<file path="config.mk">
export PLATFORM = sky130hd
export DESIGN_NAME = ppm_frame_generator
export DESIGN_NICKNAME = d
export VERILOG_FILES = /design/src/hw/rtl/ppm_pkg.sv /design/src/hw/rtl/ppm_ram.sv /design/src/hw/rtl/ppm_rsp_fifo.sv /design/src/hw/rtl/ppm_frame_generator.sv
export SDC_FILE = /design/constraint.sdc
export NUM_CORES = 1
export LEC_CHECK = 0
export BUFFER_PORTS_ARGS = -buffer_cell sky130_fd_sc_hd__buf_2
export CAP_MARGIN = 20
export CORE_MARGIN = 2
export CORE_UTILIZATION = 55
export DETAILED_ROUTE_END_ITERATION = 10
export PLACE_DENSITY_LB_ADDON = 0.25
export SYNTH_ARGS = -nofsm -noshare
export SYNTH_HDL_FRONTEND = slang
export SYNTH_SLANG_ARGS = --single-unit
</file>
<file path="constraint.sdc">
create_clock -name clock -period 13.7 [get_ports clock]
set_clock_uncertainty 0.15 [all_clocks]
set_input_delay 1.37 -clock clock [delete_from_list [all_inputs] [get_ports clock]]
set_output_delay 1.37 -clock clock [all_outputs]
set_load 0.1 [all_outputs]
</file>
<file path="src/hw/rtl/ppm_pkg.sv">
// Shared types and constants for the PPM frame generator.
// No dependencies; imported by the response queue and the top level.
`default_nettype none

package ppm_pkg;

   typedef enum logic {
      REQ_TICK  = 1'b0,
      REQ_WRITE = 1'b1
   } req_kind_type;

   typedef enum logic [0:0] {
      CSR_FRAME_LENGTH = 1'b0,
      CSR_SYNC_WIDTH   = 1'b1
   } csr_index_type;

   localparam logic [15:0] RESET_FRAME_LEN = 16'd30500;
   localparam logic [9:0]  RESET_SYNC      = 10'd300;
   localparam logic [11:0] RESET_WIDTH     = 12'd1000;

   typedef struct packed {
      logic       frame_start;
      logic [3:0] slot_number;
      logic       ppm_level;
   } rsp_type;

endpackage

`default_nettype wire

</file>
<file path="src/hw/rtl/ppm_ram.sv">
// Generic single-write, single-read RAM with a registered read port.
// Read-first on a same-address collision. No dependencies.
`default_nettype none

module ppm_ram #(
   parameter int WIDTH = 12,
   parameter int DEPTH = 32
) (
   input  wire logic                     clock,
   input  wire logic                     we,
   input  wire logic [$clog2(DEPTH)-1:0] waddr,
   input  wire logic [WIDTH-1:0]         wdata,
   input  wire logic [$clog2(DEPTH)-1:0] raddr,
   output logic      [WIDTH-1:0]         rdata
);

   logic [WIDTH-1:0] mem_ff [DEPTH];
   logic [WIDTH-1:0] rdata_ff;

   always_ff @(posedge clock) begin
      if (we) begin
         mem_ff[waddr] <= wdata;
      end
      rdata_ff <= mem_ff[raddr];
   end

   assign rdata = rdata_ff;

endmodule

`default_nettype wire

</file>
<file path="src/hw/rtl/ppm_rsp_fifo.sv">
// Two-entry response queue that decouples the update stage from the output.
// Depends on ppm_pkg for the response item type.
`default_nettype none

module ppm_rsp_fifo
   import ppm_pkg::*;
(
   input  wire logic    clock,
   input  wire logic    reset,
   input  wire logic    push,
   input  wire rsp_type push_data,
   output logic         out_valid,
   input  wire logic    out_ready,
   output rsp_type      out_data,
   output logic         room
);

   rsp_type    entry_ff [2];
   logic       rd_ptr_ff, rd_ptr_in;
   logic       wr_ptr_ff, wr_ptr_in;
   logic [1:0] count_ff, count_in;
   logic       pop;

   always_comb begin
      pop       = (count_ff != 2'd0) && out_ready;
      rd_ptr_in = rd_ptr_ff ^ pop;
      wr_ptr_in = wr_ptr_ff ^ push;
      count_in  = count_ff + {1'b0, push} - {1'b0, pop};
      room      = (count_in <= 2'd1);
      out_valid = (count_ff != 2'd0);
      out_data  = entry_ff[rd_ptr_ff];
   end

   always_ff @(posedge clock) begin
      if (reset) begin
         rd_ptr_ff <= 1'b0;
         wr_ptr_ff <= 1'b0;
         count_ff  <= 2'd0;
      end else begin
         rd_ptr_ff <= rd_ptr_in;
         wr_ptr_ff <= wr_ptr_in;
         count_ff  <= count_in;
      end
      if (push) begin
         entry_ff[wr_ptr_ff] <= push_data;
      end
   end

endmodule

`default_nettype wire

</file>
<file path="src/hw/rtl/ppm_frame_generator.sv">
// Top level of the PPM frame generator: channel width store, slot sequencer
// and response queue. Depends on ppm_pkg, ppm_ram and ppm_rsp_fifo.
`default_nettype none

// One item is taken every cycle while the result side keeps up; its result is
// registered in the update stage and then in the response queue before it is
// offered: the width RAM is read in the transfer cycle and the sequencer
// updates in the next one, so the registered RAM read sets the depth.
// Channel widths live in a two-bank RAM; a write goes to the bank that the
// running frame does not use, so a frame start swaps banks per channel
// instead of copying. Per-entry valid bits stand in for the reset value, so
// there is no clearing pass after reset.
module ppm_frame_generator
   import ppm_pkg::*;
#(
   parameter int CHANNELS = 12
) (
   input  wire logic        clock,
   input  wire logic        reset,
   input  wire logic        req_tvalid,
   output logic             req_tready,
   input  wire logic [15:0] req_tdata,   // channel_index[3:0], channel_value[15:4]
   input  wire logic [0:0]  req_tuser,   // req_type[0]
   output logic             rsp_tvalid,
   input  wire logic        rsp_tready,
   output logic [7:0]       rsp_tdata,   // ppm_level[0], slot_number[4:1], zero[7:5]
   output logic [0:0]       rsp_tuser,   // frame_start[0]
   input  wire logic        csr_we,
   input  wire logic [0:0]  csr_index,
   input  wire logic [15:0] csr_wdata
);

   localparam int CH_W   = (CHANNELS > 1) ? $clog2(CHANNELS) : 1;
   localparam int ADDR_W = CH_W + 1;
   localparam int DEPTH  = 2 ** ADDR_W;
   localparam int SLOT_W = $clog2(CHANNELS + 1);
   localparam logic [4:0]        CH_COUNT = 5'(CHANNELS);
   localparam logic [SLOT_W-1:0] SLOT_GAP = SLOT_W'(CHANNELS);
   localparam logic [15:0]       SUM_RESET = 16'(CHANNELS * 1000);

   logic req_accept, req_write, req_idx_ok;
   logic [3:0]  req_idx;
   logic [11:0] req_val;

   logic [15:0] frame_ff;
   logic [9:0]  sync_ff;
   logic [CHANNELS-1:0] pend_bank_ff, pend_bank_in;
   logic [CHANNELS-1:0] act_bank_ff, act_bank_in;
   logic [DEPTH-1:0]    valid_ff, valid_in;
   logic [15:0] sum_ff, sum_in;
   logic [15:0] gap_ff, gap_in;
   logic [SLOT_W-1:0] slot_ff, slot_in;
   logic [15:0] count_ff, count_in;
   logic        in_sync_ff, in_sync_in;

   logic              b_valid_ff, b_write_ff, fwd_ff, fwd_in;
   logic [3:0]        b_idx_ff;
   logic [11:0]       b_val_ff, fwd_data_ff;
   logic [ADDR_W-1:0] b_addr_ff;

   logic              ram_we;
   logic [ADDR_W-1:0] ram_waddr, ram_raddr;
   logic [11:0]       ram_rdata;

   logic [9:0]  sync_eff;
   logic [15:0] sync16, frame_less_sync, high_len, c1;
   logic [11:0] width_raw, high_ch;
   logic        b_idx_ok, wbank, sync1, frame_start;
   logic [CH_W-1:0] b_ch, a_ch, rd_ch;
   logic        a_bank;
   rsp_type     rsp_item, rsp_out;
   logic        room;

   assign req_accept = req_tvalid && req_tready;
   assign req_write  = (req_kind_type'(req_tuser[0]) == REQ_WRITE);
   assign req_idx    = req_tdata[3:0];
   assign req_val    = req_tdata[15:4];
   assign req_idx_ok = ({1'b0, req_idx} < CH_COUNT);

   always_comb begin
      sync_eff        = (sync_ff == 10'd0) ? 10'd1 : sync_ff;
      sync16          = {6'd0, sync_eff};
      frame_less_sync = frame_ff - sync16;
      b_idx_ok        = ({1'b0, b_idx_ff} < CH_COUNT);
      b_ch            = b_idx_ff[CH_W-1:0];
      width_raw       = valid_ff[b_addr_ff] ? (fwd_ff ? fwd_data_ff : ram_rdata) : RESET_WIDTH;
      high_ch         = (width_raw > {2'd0, sync_eff}) ? (width_raw - {2'd0, sync_eff}) : 12'd0;
      high_len        = (slot_ff >= SLOT_GAP) ? gap_ff : {4'd0, high_ch};

      pend_bank_in = pend_bank_ff;
      act_bank_in  = act_bank_ff;
      valid_in     = valid_ff;
      sum_in       = sum_ff;
      gap_in       = gap_ff;
      slot_in      = slot_ff;
      count_in     = count_ff;
      in_sync_in   = in_sync_ff;
      ram_we       = 1'b0;
      wbank        = 1'b0;
      ram_waddr    = {wbank, b_ch};
      frame_start  = 1'b0;
      c1           = count_ff;
      sync1        = in_sync_ff;

      if (b_valid_ff) begin
         if (b_write_ff) begin
            if (b_idx_ok) begin
               wbank = (pend_bank_ff[b_ch] == act_bank_ff[b_ch]) ?
                       ~pend_bank_ff[b_ch] : pend_bank_ff[b_ch];
               pend_bank_in[b_ch]       = wbank;
               ram_waddr                = {wbank, b_ch};
               valid_in[{wbank, b_ch}]  = 1'b1;
               ram_we                   = 1'b1;
               sum_in = sum_ff - {4'd0, width_raw} + {4'd0, b_val_ff};
            end
         end else begin
            if ((count_ff == 16'd0) && in_sync_ff) begin
               sync1 = 1'b0;
               c1    = high_len;
            end
            if (c1 == 16'd0) begin
               if (slot_ff >= SLOT_GAP) begin
                  slot_in     = '0;
                  frame_start = 1'b1;
                  act_bank_in = pend_bank_ff;
                  if ((frame_ff > sync16) && (frame_less_sync > sum_ff)) begin
                     gap_in = frame_less_sync - sum_ff;
                  end else begin
                     gap_in = 16'd0;
                  end
               end else begin
                  slot_in = slot_ff + SLOT_W'(1);
               end
               sync1 = 1'b1;
               c1    = sync16;
            end
            in_sync_in = sync1;
            count_in   = c1 - 16'd1;
         end
      end

      rsp_item.ppm_level   = ~in_sync_in;
      rsp_item.slot_number = 4'(slot_in);
      rsp_item.frame_start = frame_start;

      a_ch   = req_idx[CH_W-1:0];
      a_bank = req_idx_ok ? pend_bank_in[a_ch] : 1'b0;
      rd_ch  = (slot_in < SLOT_GAP) ? slot_in[CH_W-1:0] : '0;
      if (req_write) begin
         ram_raddr = {a_bank, a_ch};
      end else begin
         ram_raddr = {act_bank_in[rd_ch], rd_ch};
      end
      fwd_in = ram_we && (ram_waddr == ram_raddr);
   end

   always_ff @(posedge clock) begin
      if (reset) begin
         frame_ff     <= RESET_FRAME_LEN;
         sync_ff      <= RESET_SYNC;
         pend_bank_ff <= '0;
         act_bank_ff  <= '0;
         valid_ff     <= '0;
         sum_ff       <= SUM_RESET;
         gap_ff       <= 16'd0;
         slot_ff      <= SLOT_GAP;
         count_ff     <= 16'd0;
         in_sync_ff   <= 1'b0;
         b_valid_ff   <= 1'b0;
      end else begin
         if (csr_we) begin
            unique case (csr_index_type'(csr_index))
               CSR_FRAME_LENGTH: frame_ff <= csr_wdata;
               CSR_SYNC_WIDTH:   sync_ff  <= csr_wdata[9:0];
            endcase
         end
         pend_bank_ff <= pend_bank_in;
         act_bank_ff  <= act_bank_in;
         valid_ff     <= valid_in;
         sum_ff       <= sum_in;
         gap_ff       <= gap_in;
         slot_ff      <= slot_in;
         count_ff     <= count_in;
         in_sync_ff   <= in_sync_in;
         b_valid_ff   <= req_accept;
      end
      if (req_accept) begin
         b_write_ff  <= req_write;
         b_idx_ff    <= req_idx;
         b_val_ff    <= req_val;
         b_addr_ff   <= ram_raddr;
         fwd_ff      <= fwd_in;
         fwd_data_ff <= b_val_ff;
      end
   end

   ppm_ram #(
      .WIDTH (12),
      .DEPTH (DEPTH)
   ) u_width_ram (
      .clock (clock),
      .we    (ram_we),
      .waddr (ram_waddr),
      .wdata (b_val_ff),
      .raddr (ram_raddr),
      .rdata (ram_rdata)
   );

   ppm_rsp_fifo u_rsp_fifo (
      .clock     (clock),
      .reset     (reset),
      .push      (b_valid_ff),
      .push_data (rsp_item),
      .out_valid (rsp_tvalid),
      .out_ready (rsp_tready),
      .out_data  (rsp_out),
      .room      (room)
   );

   assign req_tready = !reset && room;
   assign rsp_tdata  = {3'd0, rsp_out.slot_number, rsp_out.ppm_level};
   assign rsp_tuser  = rsp_out.frame_start;

endmodule

`default_nettype wire

</file>
==> results of run 1 <==
==> layer usage <==
| metal | up-vias | wire [um] | global-route usage [%] |
|---|---|---|---|
| li1 | 8891 | - | - |
| met1 | 9511 | 30000 | 36.6 |
| met2 | 876 | 35200 | 46.6 |
| met3 | 208 | 5460 | 4.13 |
| met4 | 0 | 4330 | 15.9 |
| met5 | - | 0 | 0 |
==> cells by family after synthesis <==
logic type | Yosys count
adders and majority gates | 74
xor gates and xnor gates | 56
other | 1
AOI/OAI and AO/OA | 485
buffers and inverters | 234
and+or+nand+nor | 635
muxes | 290
DFF | 583
==> final cells by class <==
class                      instances  area [um^2]  area share [%]
timing repair buffer              84          591            1.90
clock inverter                    28          320            1.03
multi-input combinational       1639        11300            36.4
inverter                         112          425            1.37
tap                              672          841            2.71
clock buffer                      82         1590            5.13
sequential                       583        16000            51.5
==> Yosys cell counts, drive strengths merged, types with 39 or more instances <==
library cell	number
ha	60
inv	111
mux2	39
a21oi	142
o21ai	92
xnor2	41
nand2	247
and3	41
clkbuf	87
edfxtp	431
mux2i	245
dfxtp	152
a22oi	47
nand3	63
nor2	117
==> cells in the final DEF, fill, tap and decap left out, types with 40 or more instances in the layout <==
cell       count
xnor2_1       41
a21oi_1      138
ha_1          60
conb_1        99
o21ai_0       90
clkbuf_16     60
nand2_1      246
dfxtp_1      152
and3_1        40
edfxtp_1     431
buf_2         45
nor2_1       112
a22oi_1       46
inv_1        107
nand3_1       62
mux2i_1      244
==> sequential cells by signal (all words and copies together), names as in the netlist, 2 cells and up <==
name                 cells
slot_ff                  4
gap_ff                  16
u_width_ram.mem_ff     384
pend_bank_ff            12
sync_ff                 10
b_ch                     4
valid_ff                32
u_width_ram.rdata       12
u_rsp_fifo.entry_ff     12
act_bank_ff             12
sum_ff                  16
b_val_ff                12
frame_ff                16
count_ff                16
u_rsp_fifo.count_ff      2
fwd_data_ff             12
b_addr_ff                5
==> report_power, final <==
group          internal (W)  switching, W  leakage, nW
Combinational      0.000529      0.000934         5.42
Sequential          0.00204     0.0000918         5.20
Clock              0.000910      0.000684        0.920
==> worst max-delay path, stage by stage, from the launching register on <==
cell and delay, ns:
edfxtp_1 0.90, mux2i_1 0.28, nand3_1 0.09, and3_1 0.23, a31oi_4 0.36, nand2_1 0.25
nand2_1 0.17, inv_1 0.08, ha_1 0.29, nor2b_1 0.13, o21ai_0 0.10, a21oi_1 0.19
nor2_1 0.07, a21oi_2 0.31, a21oi_1 0.11, o311a_1 0.37, o211ai_1 0.53, and3b_1 0.30
nand2_1 0.59, mux2i_1 0.26, and2_4 0.57, inv_2 0.43, nor2_1 0.86, a221oi_1 0.21
a32oi_1 0.23, mux2i_1 0.11
==> path summary, 6_finish.rpt <==
| path | endpoint | slack, ns | cells after the start |
|---|---|---|---|
| hold / removal | frame_ff[0] | 0.32 | 2 |
| setup / recovery | u_width_ram.rdata[9] | 5.37 | 25 |
| setup reg to reg | u_width_ram.rdata[9] | 5.37 | 25 |
| hold reg to reg | frame_ff[0] | 0.32 | 2 |
==> stage by stage <==
step | hold slack (ns) | setup WS, ns | util [%]
3_5_place_dp | 0.303 | 5.54 | 58.1
6_report | 0.320 | 5.37 | 62.1
4_1_cts | 0.314 | 5.50 | 62.0
5_1_grt | 0.332 | 5.01 | 62.1
2_1_floorplan | 0.282 | 7.65 | -
3_3_place_gp | 0.301 | 5.80 | 58.1
==> flow_metrics.env, run 1 <==
export IMPL_hp_class="flip-flop to flip-flop"
export IMPL_setup_violations=0
export IMPL_die_area_mm2=0.0523
export IMPL_ctsLongestPathBuffers=3
export IMPL_port_buffers=46
export IMPL_fmax_ghz=0.120
export IMPL_hold_buffers=0
export IMPL_antenna_cells=0
export IMPL_antenna_found_initial=0
export IMPL_synth_top_cell_by_area="edfxtp_1"
export IMPL_crit_arrival_ns=8.70
export IMPL_dieWidth_um=229
export IMPL_synth_edff_count=431
export IMPL_grt_pass1_wl_mm=114
export IMPL_dpl_cell_count=3087
export IMPL_cp_max_fo=38
export IMPL_total_power_w=0.00519
export IMPL_synthTopCellsByArea="edfxtp_1 (47%), dfxtp_1 (11%), mux2i_1 (8.8%), nand2_1 (3.3%), ha_1 (2.7%)"
export IMPL_rsz0062_at_grt="no"
export IMPL_fin_crit_sh_pct=60.8
export IMPL_pin_count=50
export IMPL_syn_area_mm2=0.0278
export IMPL_fin_crit_ns=8.33
export IMPL_worst_setup_path_end_kind="flip-flop"
export IMPL_required_ns=14.07
export IMPL_synth_distinct_cells=92
export IMPL_cap_violations=0
export IMPL_drt_pass1_iter_count=5
export IMPL_synth_top_family_by_area="compound AO/OA/AOI/OAI gates"
export IMPL_ys_ff_latch=583
export IMPL_cts_tree="yes"
export IMPL_cts_resized=0
export IMPL_synthCells=2358
export IMPL_cts_inserted_buffers=59
export IMPL_place_gp_congestion=0.975
export IMPL_synth_mux_area_share_pct=10.9
export IMPL_dp_hpwl_mm=48.4
export IMPL_fin_setup_tns_ns=0
export IMPL_track_usage_pct=28.5
export IMPL_timing_rr_start="b_addr_ff[1]"
export IMPL_synth_compound_area_share_pct=11.7
export IMPL_path_class="flip-flop to flip-flop"
export IMPL_synth_simple_area_share_pct=10.9
export IMPL_clkSlewWorstSetupHoldPaths_ns=0.06
export IMPL_vias=19486
export IMPL_die_h_um=229
export IMPL_relSlewSlack_pct=21.6
export IMPL_tightestPinTransition_ns=1.18
export IMPL_power_density_mw_per_mm2=167
export IMPL_postSynthAreaPerCell_um2=11.8
export IMPL_outcome="completed"
export IMPL_ys_seq_area_share_pct=57.6
export IMPL_cts_sinks=583
export IMPL_wl_mm=74.9
export IMPL_drt_iter0_markers=2232
export IMPL_routed_via_density=6.09
export IMPL_synth_fa_ha_area_share_pct=3.65
export IMPL_grt_max_degree=128
export IMPL_startpoint_type="flip-flop"
export IMPL_final_cells=3200
export IMPL_drv_slew=0
export IMPL_rows=82
export IMPL_ys_warnings_count=0
export IMPL_drc=0
export IMPL_detail_route_antenna_nets=0
export IMPL_fillers=3956
export IMPL_syn_to_final_growth_pct=11.9
export IMPL_cts_root_buf="clkbuf_16"
export IMPL_overflow=0
export IMPL_synth_xor_area_share_pct=1.77
export IMPL_clkLatencyLatePin_ns=0.65
export IMPL_ctsHtreeMaxLevel=2
export IMPL_synth_main_ff_cell="edfxtp_1"
export IMPL_grt_pass1_vias=19171
export IMPL_ir_drop_v=0.000118
export IMPL_fp_coreArea_mm2=0.0500
export IMPL_p_leak_nw=11.5
export IMPL_nets=2590
export IMPL_start_util_pct=55.5
export IMPL_wl_per_cell_um=23.4
export IMPL_post_cts_setup_buffers=0
export IMPL_dpl_cell_area_mm2=0.0291
export IMPL_drive_above_1_share_pct=10.4
export IMPL_hold_start="frame_ff[0]"
export IMPL_async_flop_share_pct=0
export IMPL_stdcell_area_mm2=0.0311
export IMPL_synth_top_area_share_pct=46.6
export IMPL_hold_viol=0
export IMPL_critical_path_startpoint="b_addr_ff[1]"
Note: power is estimated with default switching activity, not from simulation.
==> run 2: changes to the inputs <==
Clock period 13.7 ns to 7 ns, I/O delays scaled along.
==> run 2 against run 1 <==
Effect of this change:
- clock power grew 100%
- sequential share of layout area is 0.76 points lower
- wire length increased by 1.0%
- flip-flop and latch count is the same
- non-clock buffer count increased by 55
- critical endpoint is now u_width_ram.rdata[2]
- largest cell class unchanged
- largest power group unchanged
- highest routed layer unchanged
==> flow_metrics.env, run 2 (synthesis results as in run 1) <==
export IMPL_grt_pass1_vias=19102
export IMPL_hold_slack_ns=0.0892
export IMPL_clkLatencyLatePin_ns=0.65
export IMPL_ff2ff_setup_slack_ns=0.40
export IMPL_port_buffers=46
export IMPL_grt_pass1_wl_mm=114
export IMPL_grt_max_degree=73
export IMPL_fmax_ghz=0.152
export IMPL_power_frac_comb_pct=28.9
export IMPL_cts_inserted_buffers=60
export IMPL_dpl_cell_count=3133
export IMPL_hold_viol=0
export IMPL_cpMaxStageDelayCell="edfxtp_1"
export IMPL_hp_class="primary input to flip-flop"
export IMPL_crit_end="u_width_ram.rdata[2]"
export IMPL_drc=0
export IMPL_track_usage_pct=28.6
export IMPL_place_gp_congestion=0.962
export IMPL_intPower_w=0.00692
export IMPL_cts_sinks=583
export IMPL_start_util_pct=55.5
export IMPL_seq_area_mm2=0.0160
export IMPL_crit_arrival_ns=6.98
export IMPL_cts_tree="yes"
export IMPL_syn_to_final_growth_pct=13.6
export IMPL_rows=82
export IMPL_r2r_cells=27
export IMPL_ctsHtreeMaxLevel=2
export IMPL_reg_top3="u_width_ram.mem_ff: 384 flops, valid_ff: 32 flops"
export IMPL_setup_violations=0
export IMPL_die_area_mm2=0.0523
export IMPL_p_leak_nw=11.8
export IMPL_nets=2646
export IMPL_cpMostUsedCell="mux2i_1"
export IMPL_clkPwrFrac_pct=30.8
export IMPL_power_density_mw_per_mm2=327
export IMPL_path_class="flip-flop to flip-flop"
export IMPL_setup_ws_ns=0.401
export IMPL_switching_share_pct=32.9
export IMPL_vias=19673
export IMPL_place_ws_ns=0.293
export IMPL_max_stage_delay_ns=0.52
export IMPL_fillers=3894
export IMPL_required_ns=7.38
export IMPL_power_frac_seq_pct=40.3
export IMPL_wl_mm=75.7
export IMPL_r2r_end="u_width_ram.rdata[2]"
export IMPL_ctsLongestPathBuffers=3
export IMPL_wl_per_cell_um=23.2
export IMPL_cts_root_buf="clkbuf_16"
export IMPL_outcome="completed"
export IMPL_final_cell_mix="edfxtp_1 (431), nand2_1 (245), mux2i_1 (244)"
export IMPL_fin_setup_tns_ns=0
export IMPL_multi_input_area_mm2=0.0113
export IMPL_regMostFlops="u_width_ram.mem_ff"
export IMPL_fin_crit_ns=6.60
export IMPL_drive_above_1_share_pct=12.5
export IMPL_detail_route_antenna_nets=0
export IMPL_fin_crit_sh_pct=94.3
export IMPL_timing_rr_start="b_addr_ff[1]"
export IMPL_hold_buffers=0
export IMPL_ir_drop_v=0.000212
export IMPL_clkSlewWorstSetupHoldPaths_ns=0.07
export IMPL_tightestPinTransition_ns=1.15
export IMPL_startpoint_type="flip-flop"
export IMPL_critical_path_startpoint="b_addr_ff[1]"
export IMPL_p_switching_w=0.00340
export IMPL_antenna_cells=0
export IMPL_routed_via_density=6.04
export IMPL_die_h_um=229
export IMPL_drv_slew=0
export IMPL_pin_count=50
export IMPL_fin_util_pct=63.1
export IMPL_final_cells=3256
export IMPL_fp_coreArea_mm2=0.0500
export IMPL_dieWidth_um=229
export IMPL_cp_max_fo=29
export IMPL_antenna_found_initial=0
export IMPL_worst_setup_path_end_kind="flip-flop"
export IMPL_overflow=0
export IMPL_drt_pass1_iter_count=6
export IMPL_relSlewSlack_pct=22.8
export IMPL_dp_hpwl_mm=50.4
export IMPL_largest_reg_flops=384
export IMPL_drt_iter0_markers=2262
export IMPL_mostFrequentLayoutCell="edfxtp_1"
export IMPL_cap_violations=0
run 2: changes by cell type in the layout (fill, tap and decap cells not counted), sizes merged:
cell,before,now
buf,84,137
bufinv,5,6
clkbuf,82,73
clkinv,20,34
inv,113,110
run 2: worst min path at each step:
stage | to | start | cells past startpoint
after CTS | b_val_ff[11] | req_tdata[15] | 1
final | b_val_ff[11] | req_tdata[15] | 1
after global routing | b_val_ff[5] | req_tdata[9] | 1
after detailed placement | gap_ff[10] | gap_ff[10] | 2
after global placement | gap_ff[10] | gap_ff[10] | 2
after floorplan | valid_ff[8] | valid_ff[8] | 2
run 2: final cells by class:
| type | count | area share [%] |
|---|---|---|
| multi-input combinational | 1639 | 35.8 |
| timing repair buffer | 139 | 3.22 |
| clock buffer | 71 | 4.99 |
| sequential | 583 | 50.7 |
| clock inverter | 40 | 1.22 |
| inverter | 112 | 1.35 |
| tap | 672 | 2.67 |
run 2: through the flow:
step,instance area (um^2),total power (W)
2_1_floorplan,28100,0.00628
3_3_place_gp,29400,0.00707
3_5_place_dp,29400,0.00712
4_1_cts,31400,0.0103
5_1_grt,31500,0.0108
6_report,31500,0.0103
run 2: repair_timing:
action / in CTS / in global routing
buffers inserted: 0 / 7
endpoints found under the setup margin: 0 / 15
resized for setup: 0 / 5
run 2: worst max-delay path, delay by kind of cell, from the launching register on:
family          cells  cell delay (ns)
mux                 4             0.79
compound gates      7             1.25
simple gates        7             1.65
fa+ha+maj           3             1.01
flops               1             0.52
buf+inv             6             1.06
run 2: power groups by stage:
stage / logic (W) / registers, W / clock network, W
after global routing: 0.00322 / 0.00417 / 0.00337
final: 0.00298 / 0.00416 / 0.00318
after CTS: 0.00291 / 0.00415 / 0.00322
after floorplan: 0.00210 / 0.00418 / 0
after global placement: 0.00285 / 0.00422 / 0
after detailed placement: 0.00289 / 0.00423 / 0
run 2: layer usage:
metal  wire length (um)  vias up  track usage [%]  part of all wire [%]
met2              35500      951             45.9                    47
li1                   -     8991                -                     -
met1              30400     9521             38.3                    40
met4               3680        0             13.5                   4.9
met3               6090      210             4.69                   8.1
met5                  0        -                0                     0
